**config.mk**
```make
export PLATFORM = sky130hd
export DESIGN_NAME = sensor_sample_batch_framer_core
export DESIGN_NICKNAME = d
export VERILOG_FILES = /design/src/rtl/ssbf_pkg.sv /design/src/rtl/ssbf_store.sv /design/src/rtl/ssbf_frame_unit.sv /design/src/rtl/sensor_sample_batch_framer_core.sv
export SDC_FILE = /design/constraint.sdc
export NUM_CORES = 1
export LEC_CHECK = 0
export BUFFER_PORTS_ARGS = -buffer_cell sky130_fd_sc_hd__buf_4
export CORE_MARGIN = 1.5
export CORE_UTILIZATION = 64
export CTS_CLUSTER_DIAMETER = 60
export DETAILED_ROUTE_END_ITERATION = 6
export HOLD_SLACK_MARGIN = 0.08
export PLACE_DENSITY = 0.85
export SLEW_MARGIN = 20
export SYNTH_ARGS = -nofsm -noshare
export SYNTH_HDL_FRONTEND = slang
export SYNTH_SLANG_ARGS = --single-unit
```
**constraint.sdc**
```tcl
create_clock -name clk -period 14.4 [get_ports clk]
set_clock_uncertainty 0.2 [all_clocks]
set_input_delay 0 -clock clk [delete_from_list [all_inputs] [get_ports clk]]
set_output_delay 0 -clock clk [all_outputs]
set_load 0.005 [all_outputs]
```
**src/rtl/ssbf_pkg.sv**
```systemverilog
// Shared types, constants and helper function of the sensor sample batch framer.
package ssbf_pkg;

	localparam logic [10:0] PACKET_BYTES = 11'd42;
	localparam logic [10:0] FIFO_LIMIT = 11'd1024;
	localparam logic [7:0] START_BYTE = 8'h02;
	localparam logic [7:0] RATIO_RESET = 8'd1;
	localparam logic [7:0] COMMAND_RESET = 8'd4;
	localparam logic [3:0] CHUNK_FULL = 4'd8;
	localparam logic [3:0] CHUNK_TAIL = 4'd5;

	// Register select, taken from paddr[2].
	localparam logic REG_DEC_RATIO = 1'b0;
	localparam logic REG_FRAME_CMD = 1'b1;

	typedef enum logic [1:0] {
		ST_IDLE,
		ST_FLUSH_RD,
		ST_CHUNK,
		ST_DECIM
	} ssbf_state_t;

	typedef struct packed {
		logic init;
		logic step;
	} ssbf_fu_ctrl_t;

	function automatic logic [7:0] xor_fold(input logic [63:0] row);
		logic [7:0] acc;
		acc = 8'd0;
		for (int i = 0; i < 8; i++) begin
			acc = acc ^ row[8*i +: 8];
		end
		return acc;
	endfunction

endpackage

```
**src/rtl/ssbf_store.sv**
```systemverilog
// Sample store: one 64-bit row per sample, one write port and one registered read port.
module ssbf_store #(
	parameter int SAMPLES = 10,
	parameter int ROW_AW = 4
) (
	input  logic              clk,
	input  logic              wr_en,
	input  logic [ROW_AW-1:0] wr_addr,
	input  logic [63:0]       wr_data,
	input  logic              rd_en,
	input  logic [ROW_AW-1:0] rd_addr,
	output logic [63:0]       rd_data
);

	logic [63:0] mem [SAMPLES];
	logic [63:0] rd_data_q;

	always_ff @(posedge clk) begin
		if (wr_en) begin
			mem[wr_addr] <= wr_data;
		end
	end

	always_ff @(posedge clk) begin
		if (rd_en) begin
			rd_data_q <= mem[rd_addr];
		end
	end

	assign rd_data = rd_data_q;

endmodule

```
**src/rtl/ssbf_frame_unit.sv**
```systemverilog
// Frame datapath: builds each chunk (8 bytes, 5 for the checksum chunk) and folds the XOR checksum row by row.
module ssbf_frame_unit #(
	parameter int SAMPLES = 10
) (
	input  logic                   clk,
	input  logic                   arst_n,
	input  ssbf_pkg::ssbf_fu_ctrl_t ctrl,
	input  logic [3:0]             chunk_idx,
	input  logic [63:0]            row_data,
	input  logic [7:0]             frame_command,
	output logic [63:0]            chunk_data,
	output logic [3:0]             chunk_len,
	output logic                   chunk_last
);
	import ssbf_pkg::*;

	localparam logic [15:0] PayloadLen = 16'(8 * SAMPLES);
	localparam logic [3:0] LastIdx = 4'(SAMPLES);

	logic [7:0]  acc_q;
	logic [31:0] prev_q;
	logic [31:0] header;

	assign header = {PayloadLen[15:8], PayloadLen[7:0], frame_command, START_BYTE};

	// The running checksum starts from the four header bytes and takes one row per step.
	always_ff @(posedge clk or negedge arst_n) begin
		if (!arst_n) begin
			acc_q <= 8'd0;
		end else if (ctrl.init) begin
			acc_q <= START_BYTE ^ frame_command ^ PayloadLen[15:8] ^ PayloadLen[7:0];
		end else if (ctrl.step) begin
			acc_q <= acc_q ^ xor_fold(row_data);
		end
	end

	// The upper half of a row spills into the next chunk, since the header shifts it by four.
	always_ff @(posedge clk) begin
		if (ctrl.step) begin
			prev_q <= row_data[63:32];
		end
	end

	always_comb begin
		priority if (chunk_idx == LastIdx) begin
			chunk_data = {24'd0, acc_q, prev_q};
			chunk_len  = CHUNK_TAIL;
			chunk_last = 1'b1;
		end else if (chunk_idx == 4'd0) begin
			chunk_data = {row_data[31:0], header};
			chunk_len  = CHUNK_FULL;
			chunk_last = 1'b0;
		end else begin
			chunk_data = {row_data[31:0], prev_q};
			chunk_len  = CHUNK_FULL;
			chunk_last = 1'b0;
		end
	end

endmodule

```
**src/rtl/sensor_sample_batch_framer_core.sv**
```systemverilog
// Top level of the sensor sample batch framer: sequencer, registers and output stage.
//
//   port group  | direction | beat contents
//   s_*         | in        | one sensor packet event
//   m_*         | out       | one frame chunk, tlast on the checksum chunk
//   APB         | in/out    | decimation_ratio at 0x0, frame_command at 0x4
//
// A rejected event leaves the sequencer idle; a kept or skipped event passes the decimation step.
// An event that finds the store full runs one store read to start, then one chunk per cycle
// while m_tready stays high, then the decimation step.
// The chunk rate is set by the single read port of the sample store and the output register.
// s_tready is low while an event is in work; a low m_tready holds the sequencer in the chunk state.
// Reset clears the counters, registers and output valid; the store holds no reset value.
module sensor_sample_batch_framer_core #(
	parameter int SAMPLES = 10
) (
	input  logic         clk,
	input  logic         arst_n,
	input  logic         s_tvalid,
	output logic         s_tready,
	// fifo_count[10:0], quat_w[42:11], quat_x[74:43], quat_y[106:75], quat_z[138:107], zeros
	input  logic [143:0] s_tdata,
	// overflow_flag[0], ready_flag[1]
	input  logic [1:0]   s_tuser,
	output logic         m_tvalid,
	input  logic         m_tready,
	// chunk_bytes[63:0], chunk_length[67:64], zeros
	output logic [71:0]  m_tdata,
	output logic         m_tlast,
	input  logic         psel,
	input  logic         penable,
	input  logic         pwrite,
	input  logic [2:0]   paddr,
	input  logic [31:0]  pwdata,
	output logic [31:0]  prdata,
	output logic         pready
);
	import ssbf_pkg::*;

	localparam int RowAw = (SAMPLES > 1) ? $clog2(SAMPLES) : 1;
	localparam logic [3:0] SampleMax = 4'(SAMPLES);

	ssbf_state_t    state_q, state_d;
	ssbf_fu_ctrl_t  fu_ctrl;

	logic [7:0]  ratio_q, command_q;
	logic [3:0]  sample_count_q;
	logic [7:0]  dec_count_q;
	logic [3:0]  chunk_idx_q;
	logic [63:0] row_q;

	logic        in_beat, event_ok, out_free, out_load;
	logic        rd_en, wr_en;
	logic [3:0]  rd_row;
	logic [3:0]  next_idx;
	logic [63:0] rd_data;
	logic [63:0] chunk_data;
	logic [3:0]  chunk_len;
	logic        chunk_last;

	logic        m_tvalid_q, m_tlast_q;
	logic [63:0] m_bytes_q;
	logic [3:0]  m_len_q;

	// Configuration port.
	assign pready = 1'b1;

	always_ff @(posedge clk or negedge arst_n) begin
		if (!arst_n) begin
			ratio_q   <= RATIO_RESET;
			command_q <= COMMAND_RESET;
		end else if (psel && penable && pwrite && pready) begin
			unique case (paddr[2])
				REG_DEC_RATIO: ratio_q   <= pwdata[7:0];
				REG_FRAME_CMD: command_q <= pwdata[7:0];
				default: ;
			endcase
		end
	end

	always_comb begin
		unique case (paddr[2])
			REG_DEC_RATIO: prdata = {24'd0, ratio_q};
			REG_FRAME_CMD: prdata = {24'd0, command_q};
			default:       prdata = 32'd0;
		endcase
	end

	// Event qualification.
	assign in_beat  = s_tvalid && s_tready;
	assign event_ok = (s_tdata[10:0] >= PACKET_BYTES) && (s_tdata[10:0] < FIFO_LIMIT)
		&& !s_tuser[0] && s_tuser[1];

	assign out_free = !m_tvalid_q || m_tready;
	assign next_idx = chunk_idx_q + 4'd1;

	// Next state.
	always_comb begin
		state_d = state_q;
		unique case (state_q)
			ST_IDLE: begin
				if (in_beat && event_ok) begin
					state_d = (sample_count_q == SampleMax) ? ST_FLUSH_RD : ST_DECIM;
				end
			end
			ST_FLUSH_RD: state_d = ST_CHUNK;
			ST_CHUNK: begin
				if (out_free && chunk_idx_q == SampleMax) begin
					state_d = ST_DECIM;
				end
			end
			ST_DECIM: state_d = ST_IDLE;
			default:  state_d = ST_IDLE;
		endcase
	end

	// Sequencer outputs.
	always_comb begin
		s_tready     = 1'b0;
		fu_ctrl.init = 1'b0;
		fu_ctrl.step = 1'b0;
		out_load     = 1'b0;
		rd_en        = 1'b0;
		rd_row       = 4'd0;
		wr_en        = 1'b0;
		unique case (state_q)
			ST_IDLE: s_tready = 1'b1;
			ST_FLUSH_RD: begin
				fu_ctrl.init = 1'b1;
				rd_en        = 1'b1;
			end
			ST_CHUNK: begin
				if (out_free) begin
					out_load     = 1'b1;
					fu_ctrl.step = (chunk_idx_q != SampleMax);
					rd_en        = (next_idx < SampleMax);
					rd_row       = next_idx;
				end
			end
			ST_DECIM: wr_en = (dec_count_q == ratio_q);
			default: ;
		endcase
	end

	always_ff @(posedge clk or negedge arst_n) begin
		if (!arst_n) begin
			state_q        <= ST_IDLE;
			sample_count_q <= 4'd0;
			dec_count_q    <= 8'd0;
			chunk_idx_q    <= 4'd0;
		end else begin
			state_q <= state_d;
			if (state_q == ST_FLUSH_RD) begin
				sample_count_q <= 4'd0;
				chunk_idx_q    <= 4'd0;
			end else if (out_load && chunk_idx_q != SampleMax) begin
				// The index rests on the checksum chunk until the next flush.
				chunk_idx_q <= next_idx;
			end
			if (state_q == ST_DECIM) begin
				if (wr_en) begin
					dec_count_q    <= 8'd0;
					sample_count_q <= sample_count_q + 4'd1;
				end else begin
					dec_count_q <= dec_count_q + 8'd1;
				end
			end
		end
	end

	// Upper 16 bits of w, x, y, z in big-endian byte order, first byte lowest.
	always_ff @(posedge clk) begin
		if (in_beat) begin
			row_q <= {s_tdata[130:123], s_tdata[138:131], s_tdata[98:91], s_tdata[106:99],
				s_tdata[66:59], s_tdata[74:67], s_tdata[34:27], s_tdata[42:35]};
		end
	end

	ssbf_store #(
		.SAMPLES(SAMPLES),
		.ROW_AW (RowAw)
	) u_store (
		.clk    (clk),
		.wr_en  (wr_en),
		.wr_addr(sample_count_q[RowAw-1:0]),
		.wr_data(row_q),
		.rd_en  (rd_en),
		.rd_addr(rd_row[RowAw-1:0]),
		.rd_data(rd_data)
	);

	ssbf_frame_unit #(
		.SAMPLES(SAMPLES)
	) u_frame (
		.clk          (clk),
		.arst_n       (arst_n),
		.ctrl         (fu_ctrl),
		.chunk_idx    (chunk_idx_q),
		.row_data     (rd_data),
		.frame_command(command_q),
		.chunk_data   (chunk_data),
		.chunk_len    (chunk_len),
		.chunk_last   (chunk_last)
	);

	// Output register.
	always_ff @(posedge clk or negedge arst_n) begin
		if (!arst_n) begin
			m_tvalid_q <= 1'b0;
		end else if (out_load) begin
			m_tvalid_q <= 1'b1;
		end else if (m_tready) begin
			m_tvalid_q <= 1'b0;
		end
	end

	always_ff @(posedge clk) begin
		if (out_load) begin
			m_bytes_q <= chunk_data;
			m_len_q   <= chunk_len;
			m_tlast_q <= chunk_last;
		end
	end

	assign m_tvalid = m_tvalid_q;
	assign m_tdata  = {4'd0, m_len_q, m_bytes_q};
	assign m_tlast  = m_tlast_q;

	a_count_bound: assert property (@(posedge clk) disable iff (!arst_n)
		sample_count_q <= SampleMax)
		else $error("sample count beyond store size");

	a_chunk_bound: assert property (@(posedge clk) disable iff (!arst_n)
		chunk_idx_q <= SampleMax)
		else $error("chunk index beyond frame end");

	a_flush_clears: assert property (@(posedge clk) disable iff (!arst_n)
		state_q == ST_FLUSH_RD |=> sample_count_q == 4'd0 && chunk_idx_q == 4'd0)
		else $error("flush did not clear the counters");

	a_tail_len: assert property (@(posedge clk) disable iff (!arst_n)
		out_load && chunk_last |=> m_tvalid && m_tlast && m_tdata[67:64] == CHUNK_TAIL)
		else $error("checksum chunk with wrong length");

	a_busy_no_accept: assert property (@(posedge clk) disable iff (!arst_n)
		state_q == ST_CHUNK |-> !s_tready)
		else $error("input taken while a frame is emitted");

endmodule
```
### After elaboration in Yosys (flattened, before gate mapping)

Memories as Yosys holds them, arrays and structs flattened. A register that Yosys moved wholly into a read port is not among the register bits.
Cells that the tools add are included.

| storage, ports and cells | value |
|---|---|
| flip-flop bits (word level) | 208 |
| memory bits (writable) | 640 |
| bits of input ports | 188 |
| output and inout bits | 108 |
| word-level logic and storage cells | 93 |
| memories kept | 1 |

| cells by class | value |
|---|---|
| add/subtract/negate cells | 3 |
| magnitude comparators | 3 |
| eq/ne operators | 9 |
| muxes and demuxes | 32 |
| bitwise logic cells | 11 |
| reductions and logical operators | 20 |

Memories:

| memory | words | bits a word | rd ports | clocked after memory_dff | wr ports | line | RTL |
|---|---|---|---|---|---|---|---|
| u_store.mem | 10 | 64 | 1 | 1 | 1 | ssbf_store.sv:15 | `logic [63:0] mem [SAMPLES];` |

Operators with widths:

| kind | count |
|---|---|
| 32-bit one-hot mux with 2 select lines | 1 |
| 8-bit XOR | 8 |
| 40-bit 2-to-1 mux | 1 |
| 32-bit 2-to-1 mux | 1 |
| 4-bit 2-to-1 mux | 8 |
| 8-bit 2-to-1 mux | 3 |
| 1-bit 2-to-1 mux | 13 |
| 11-bit by 6-bit >= comparator with 1-bit output, second input constant | 1 |
| 11-bit less-than comparator, second input constant | 1 |
| 1-bit logical AND | 9 |
| 4-bit by 1-bit adder with 4-bit output, second input constant | 2 |
| 8-bit by 1-bit adder with 8-bit output, second input constant | 1 |
| 4-bit equality test, second input constant | 2 |
| 8-bit equality test | 1 |
| 2-bit one-hot mux with 4 select lines | 1 |
| 2-bit 2-to-1 mux | 3 |
| 2-bit AND reduction | 3 |
| 2-bit nonzero test | 3 |
| 2-bit equality test, second input constant | 2 |
| 4-bit zero test | 1 |
| 4-bit less-than comparator, second input constant | 1 |
| 2-bit inequality test, second input constant | 2 |
| 4-bit inequality test, second input constant | 1 |
| 2-bit by 1-bit equality test with 1-bit output, second input constant | 1 |
| 6 further kinds | 8 |

### Logic depth before layout (Yosys ltp)

| depth | value |
|---|---|
| depth after elaboration | 10 |
| depth in mapped cells | 10 |

### Modules after synthesis

From an unflattened synthesis, not the netlist that was laid out.

| second synthesis, totals | value |
|---|---|
| cells, all modules | 1941 |
| area, all modules | 36052.1 um^2 |

By module, submodules not included:

| module | instances | cells an instance | area each (um^2) | sequential area each (um^2) |
|---|---|---|---|---|
| ssbf_store | 1 | 1376 | 27204.8 | 21140.3 |
| sensor_sample_batch_framer_core | 1 | 351 | 6203.4 | 4872.2 |
| ssbf_frame_unit | 1 | 214 | 2643.8 | 1161.1 |

### Worst setup path before layout

OpenSTA, ideal clock, no wires.

| timing path | value |
|---|---|
| path type | register -> register |
| start point | register state_q[0] |
| end point | memory u_store.mem[1][0] (enable) |
| arrival time | 5803 ps |
| data required time | 13635 ps |
| path slack | 7833 ps |
| cell stages (with the launch flop) | 7 |
| period minus slack after synthesis | 6567 ps |
| path through | dfrtp_1 > ha_1 > nand2_1 > nor3_1 > clkbuf_1 > nand2_1 > nor3_1 |

| on the way | value |
|---|---|
| word-level cells in the longest chain between the ends | 4 |

RTL lines:

| item | line | RTL |
|---|---|---|
| start, declared | sensor_sample_batch_framer_core.sv:43 | `ssbf_state_t state_q, state_d;` |
| start signal, assigned | sensor_sample_batch_framer_core.sv:152 | `state_q <= state_d;` |
| 2-bit equality test | sensor_sample_batch_framer_core.sv:126 | `unique case (state_q)` |
| 1-bit 2-to-1 mux | sensor_sample_batch_framer_core.sv:126 |  |
| 1-bit 2-to-1 mux | ssbf_store.sv:19 | `if (wr_en) begin` |
| 1-bit 2-to-1 mux (not written as such) | ssbf_store.sv:20 | `mem[wr_addr] <= wr_data;` |
| end, declared | ssbf_store.sv:15 |  |

No other way between the ends.

### Worst setup path in the final report

| timing path | value |
|---|---|
| start point | register chunk_idx_q[0] |
| end point | register u_store.rd_data_q[22], in the netlist u_store.rd_data[22], read port of u_store.mem, data pin |

| on the way | value |
|---|---|
| word-level cells in the longest chain between the ends | 4 |

RTL lines:

| item | line | RTL |
|---|---|---|
| start, declared | sensor_sample_batch_framer_core.sv:49 | `logic [3:0] chunk_idx_q;` |
| start signal, assigned | sensor_sample_batch_framer_core.sv:158 | `chunk_idx_q <= next_idx;` |
| 4-bit by 1-bit adder with 4-bit output * | sensor_sample_batch_framer_core.sv:95 | `assign next_idx = chunk_idx_q + 4'd1;` |
| 4-bit less-than comparator | sensor_sample_batch_framer_core.sv:136 | `rd_en = (next_idx < SampleMax);` |
| 1-bit 2-to-1 mux | sensor_sample_batch_framer_core.sv:133 | `if (out_free) begin` |
| 1-bit one-hot mux with 2 select lines | sensor_sample_batch_framer_core.sv:126 |  |
| end, declared | ssbf_store.sv:16 | `logic [63:0] rd_data_q;` |

Mark *: on every way between the ends. The rest lies on a longest branch, timed or not.
A chain may end at the register's enable or synchronous reset.

==> results.py <==
metrics = {
    "logic_synthesis": {
        "synthFlopType": "edfxtp_1",
        "synth_cell_types": 50,
        "async_reset_ff_share_pct": 4.73,
        "synth-xor-area-share_pct": 1.84,
        "synth_top_family_by_area": "multiplexers",
        "synthSimpleGateAreaFrac_pct": 4.63,
        "synth_common_cells": "edfxtp_1, nand2_1, nor2_1, mux2i_1, nor3_1",
        "synthMuxAreaShare_pct": 7.09,
        "ys_ff_latch": 909,
        "synth_compound_area_share_pct": 6.44,
        "yosys_warnings": 0,
        "ys_top_cells_by_area": "edfxtp_1, mux4_2, dfrtp_1",
        "seq_area_frac_synth_pct": 77.0,
        "synth_top_area_share_pct": 73.9,
        "synth_area_leader_cell": "edfxtp_1",
        "synth_area_per_cell_um2": 18.7,
        "synth_edf_count": 866,
        "netlist_instances": 1882,
        "synthAdderAreaFrac_pct": 0.427,
        "synth.cell_area_mm2": 0.0352,
        "synth.most_common_cell": "edfxtp_1",
    },
    "routing": {
        "ant_nets": 0,
        "viasPerCell": 6.76,
        "wl_um": 89000,
        "route.detailed.drc": 0,
        "drt_iter0_drc": 2701,
        "dr.pass1.iters": 6,
        "routed-via-count": 20212,
        "wl_per_cell_um": 29.8,
    },
    "sta": {
        "rsz0062_at_grt": "false",
        "layout_min_cycle_time_ns": 5.05,
        "hold_viol": 0,
        "whs_ns": 0.235,
        "fin_crit_sh_pct": 35.1,
        "tightestPinTransition_ns": 1.16,
        "max_freq_ghz": 0.198,
        "finalSetupViolCount": 0,
        "maxSlewViolCount": 0,
        "relSlewSlack_pct": 22.8,
        "tns_ns": 0,
    },
    "worst_hold_path": {
        "holdPathEnd": "prdata[7]",
        "min_path_cells": 3,
        "hold_start": "paddr[2]",
        "hold_class": "input port to output pin",
    },
    "final_layout": {
        "drive_gt1_share_pct": 22.6,
        "nNetsFinal": 2424,
        "area_growth_pct": 17.5,
        "design_area_mm2": 0.0413,
        "multi_input_area_mm2": 0.00738,
        "seqCellArea_mm2": 0.0271,
        "diodes": 0,
        "fillCellCount": 2647,
    },
    "grt": {
        "overflow": 0,
        "grt_max_degree": 79,
        "grt_pass1_vias": 20609,
        "grt_usage_pct": 32.0,
        "grt_pass1_wl_um": 131000,
        "antenna_found_initial": 1,
    },
    "clock_tree": {
        "hold_buffers": 160,
        "numCtsBuffers": 87,
        "post-cts-setup-buffers": 0,
        "cts_max_level": 3,
        "cts_root_buffer": "clkbuf_16",
        "cts_tree": "yes",
        "clkLatencyLatePin_ns": 0.64,
        "clock-sinks": 909,
        "clkSlewWorstSetupHoldPaths_ns": 0.06,
        "clk_path_buf_depth": 3,
        "cts_resized": 0,
    },
    "pwr": {
        "leakagePower_uw": 0.0140,
        "irDropWorstVdd_mv": 0.145,
        "power.density_mw_per_mm2": 204,
    },
    "setup_path": {
        "crit_type": "register to register",
        "endpoint_kind": "register",
        "rrSetupSlack_ns": 9.35,
        "r2r-start": "chunk_idx_q[0]",
        "required_ns": 14.53,
        "reg2reg_depth": 7,
        "critPathMaxFanout": 57,
        "arrival_ns": 5.18,
        "start_kind": "register",
        "r2r-end": "u_store.rd_data[22]",
    },
    "die": {
        "rows": 85,
        "fp.dieW_um": 237,
        "start_util_pct": 65.0,
        "die_area_mm2": 0.0564,
        "core_mm2": 0.0541,
        "io_pins": 296,
        "die_h_um": 237,
    },
    "place": {
        "dpl_cell_area_mm2": 0.0369,
        "gp_congestion": 0.811,
        "dp_hpwl_um": 41700,
        "port_buffers": 169,
    },
    "run_status": {
        "status": "completed",
    },
    "flow_run": {
        "cap_violations": 0,
    },
}
## cell type report
cell class | count | share of cell area [%]
clock inverters | 50 | 1.12
repair buffers | 360 | 7.53
clock buffers | 107 | 5.73
well taps | 696 | 2.11
inverters | 14 | 0.136
multi-input cells | 852 | 17.9
flip-flops and latches | 909 | 65.5
## cell usage in the layout (no fill, tap or decap), types with 27 or more instances in the layout
master and instances:
buf_4 200, nor2_1 85, mux2_2 34, o221ai_1 64
o31a_1 63, xnor2_1 52, clkbuf_16 91, mux4_2 64
conb_1 30, dfrtp_1 40, edfxtp_1 866, and2_1 27
dlygate4sd3_1 159, o221ai_2 63, mux2i_1 67, nor3_1 63
nand2_1 99
## registers in the layout, summed over array words and instances (netlist names), 8 cells and up
register         cells
command_q            8
ratio_q              8
u_store.rd_data     64
u_store.mem        640
u_frame.prev_q      32
dec_count_q          8
row_q               64
u_frame.acc_q        8
m_bytes_q           64
## routing by layer
| layer | global-route usage [%] | share of wire [%] |
|---|---|---|
| met2 | 52.8 | 50 |
| met1 | 41.9 | 34 |
| met4 | 15.5 | 4.6 |
| met3 | 5.61 | 11 |
| met5 | 0 | 0.010 |
## how the worst max path moves through the flow
stage / from / endpoint / slack [ns] / cells past startpoint
after global placement: chunk_idx_q[0] / u_store.rd_data[23] / 9.51 / 7
final: chunk_idx_q[0] / u_store.rd_data[22] / 9.35 / 7
after global routing: chunk_idx_q[0] / u_store.rd_data[22] / 9.22 / 7
after detailed placement: chunk_idx_q[0] / u_store.rd_data[26] / 9.47 / 7
after CTS: chunk_idx_q[0] / u_store.rd_data[16] / 9.43 / 7
after floorplan: state_q[0] / u_store.mem[1][0] / 7.83 / 6
## critical path: stages (launching register included)
cell and delay, ns:
dfrtp_4 0.83, buf_4 0.70, inv_4 0.46, nand3_4 0.62, buf_4 0.88, mux4_2 0.63, nand2_1 0.12, o221ai_2 0.12
## cell families (layout without fill, tap and decap cells)
family          after synthesis  after routing
fa+ha+maj                    12             12
xor+xnor                     74             74
compound gates              224            224
simple gates                347            347
buf+inv                     149            531
mux                         165            165
other cells                   2             30
flops                       909            909
## power breakdown
| group | total [uW] | switching, uW | internal [uW] |
|---|---|---|---|
| logic | 2420 | 1470 | 951 |
| clock network | 2290 | 979 | 1310 |
| registers | 3730 | 300 | 3430 |
| total | 8440 | 2740 | 5690 |
## metrics by stage
stage / setup slack [ns] / util [%] / total power (uW) / std cells
global route: 9.22 / 76.4 / 8680 / 2988
detailed placement: 9.47 / 68.2 / 6020 / 2671
global placement: 9.51 / 68.2 / 5910 / 2671
CTS: 9.43 / 76.4 / 8340 / 2988
floorplan: 7.83 / - / 5210 / 1910
finish: 9.35 / 76.4 / 8440 / 2988
Note: power is estimated with default switching activity, not from simulation.
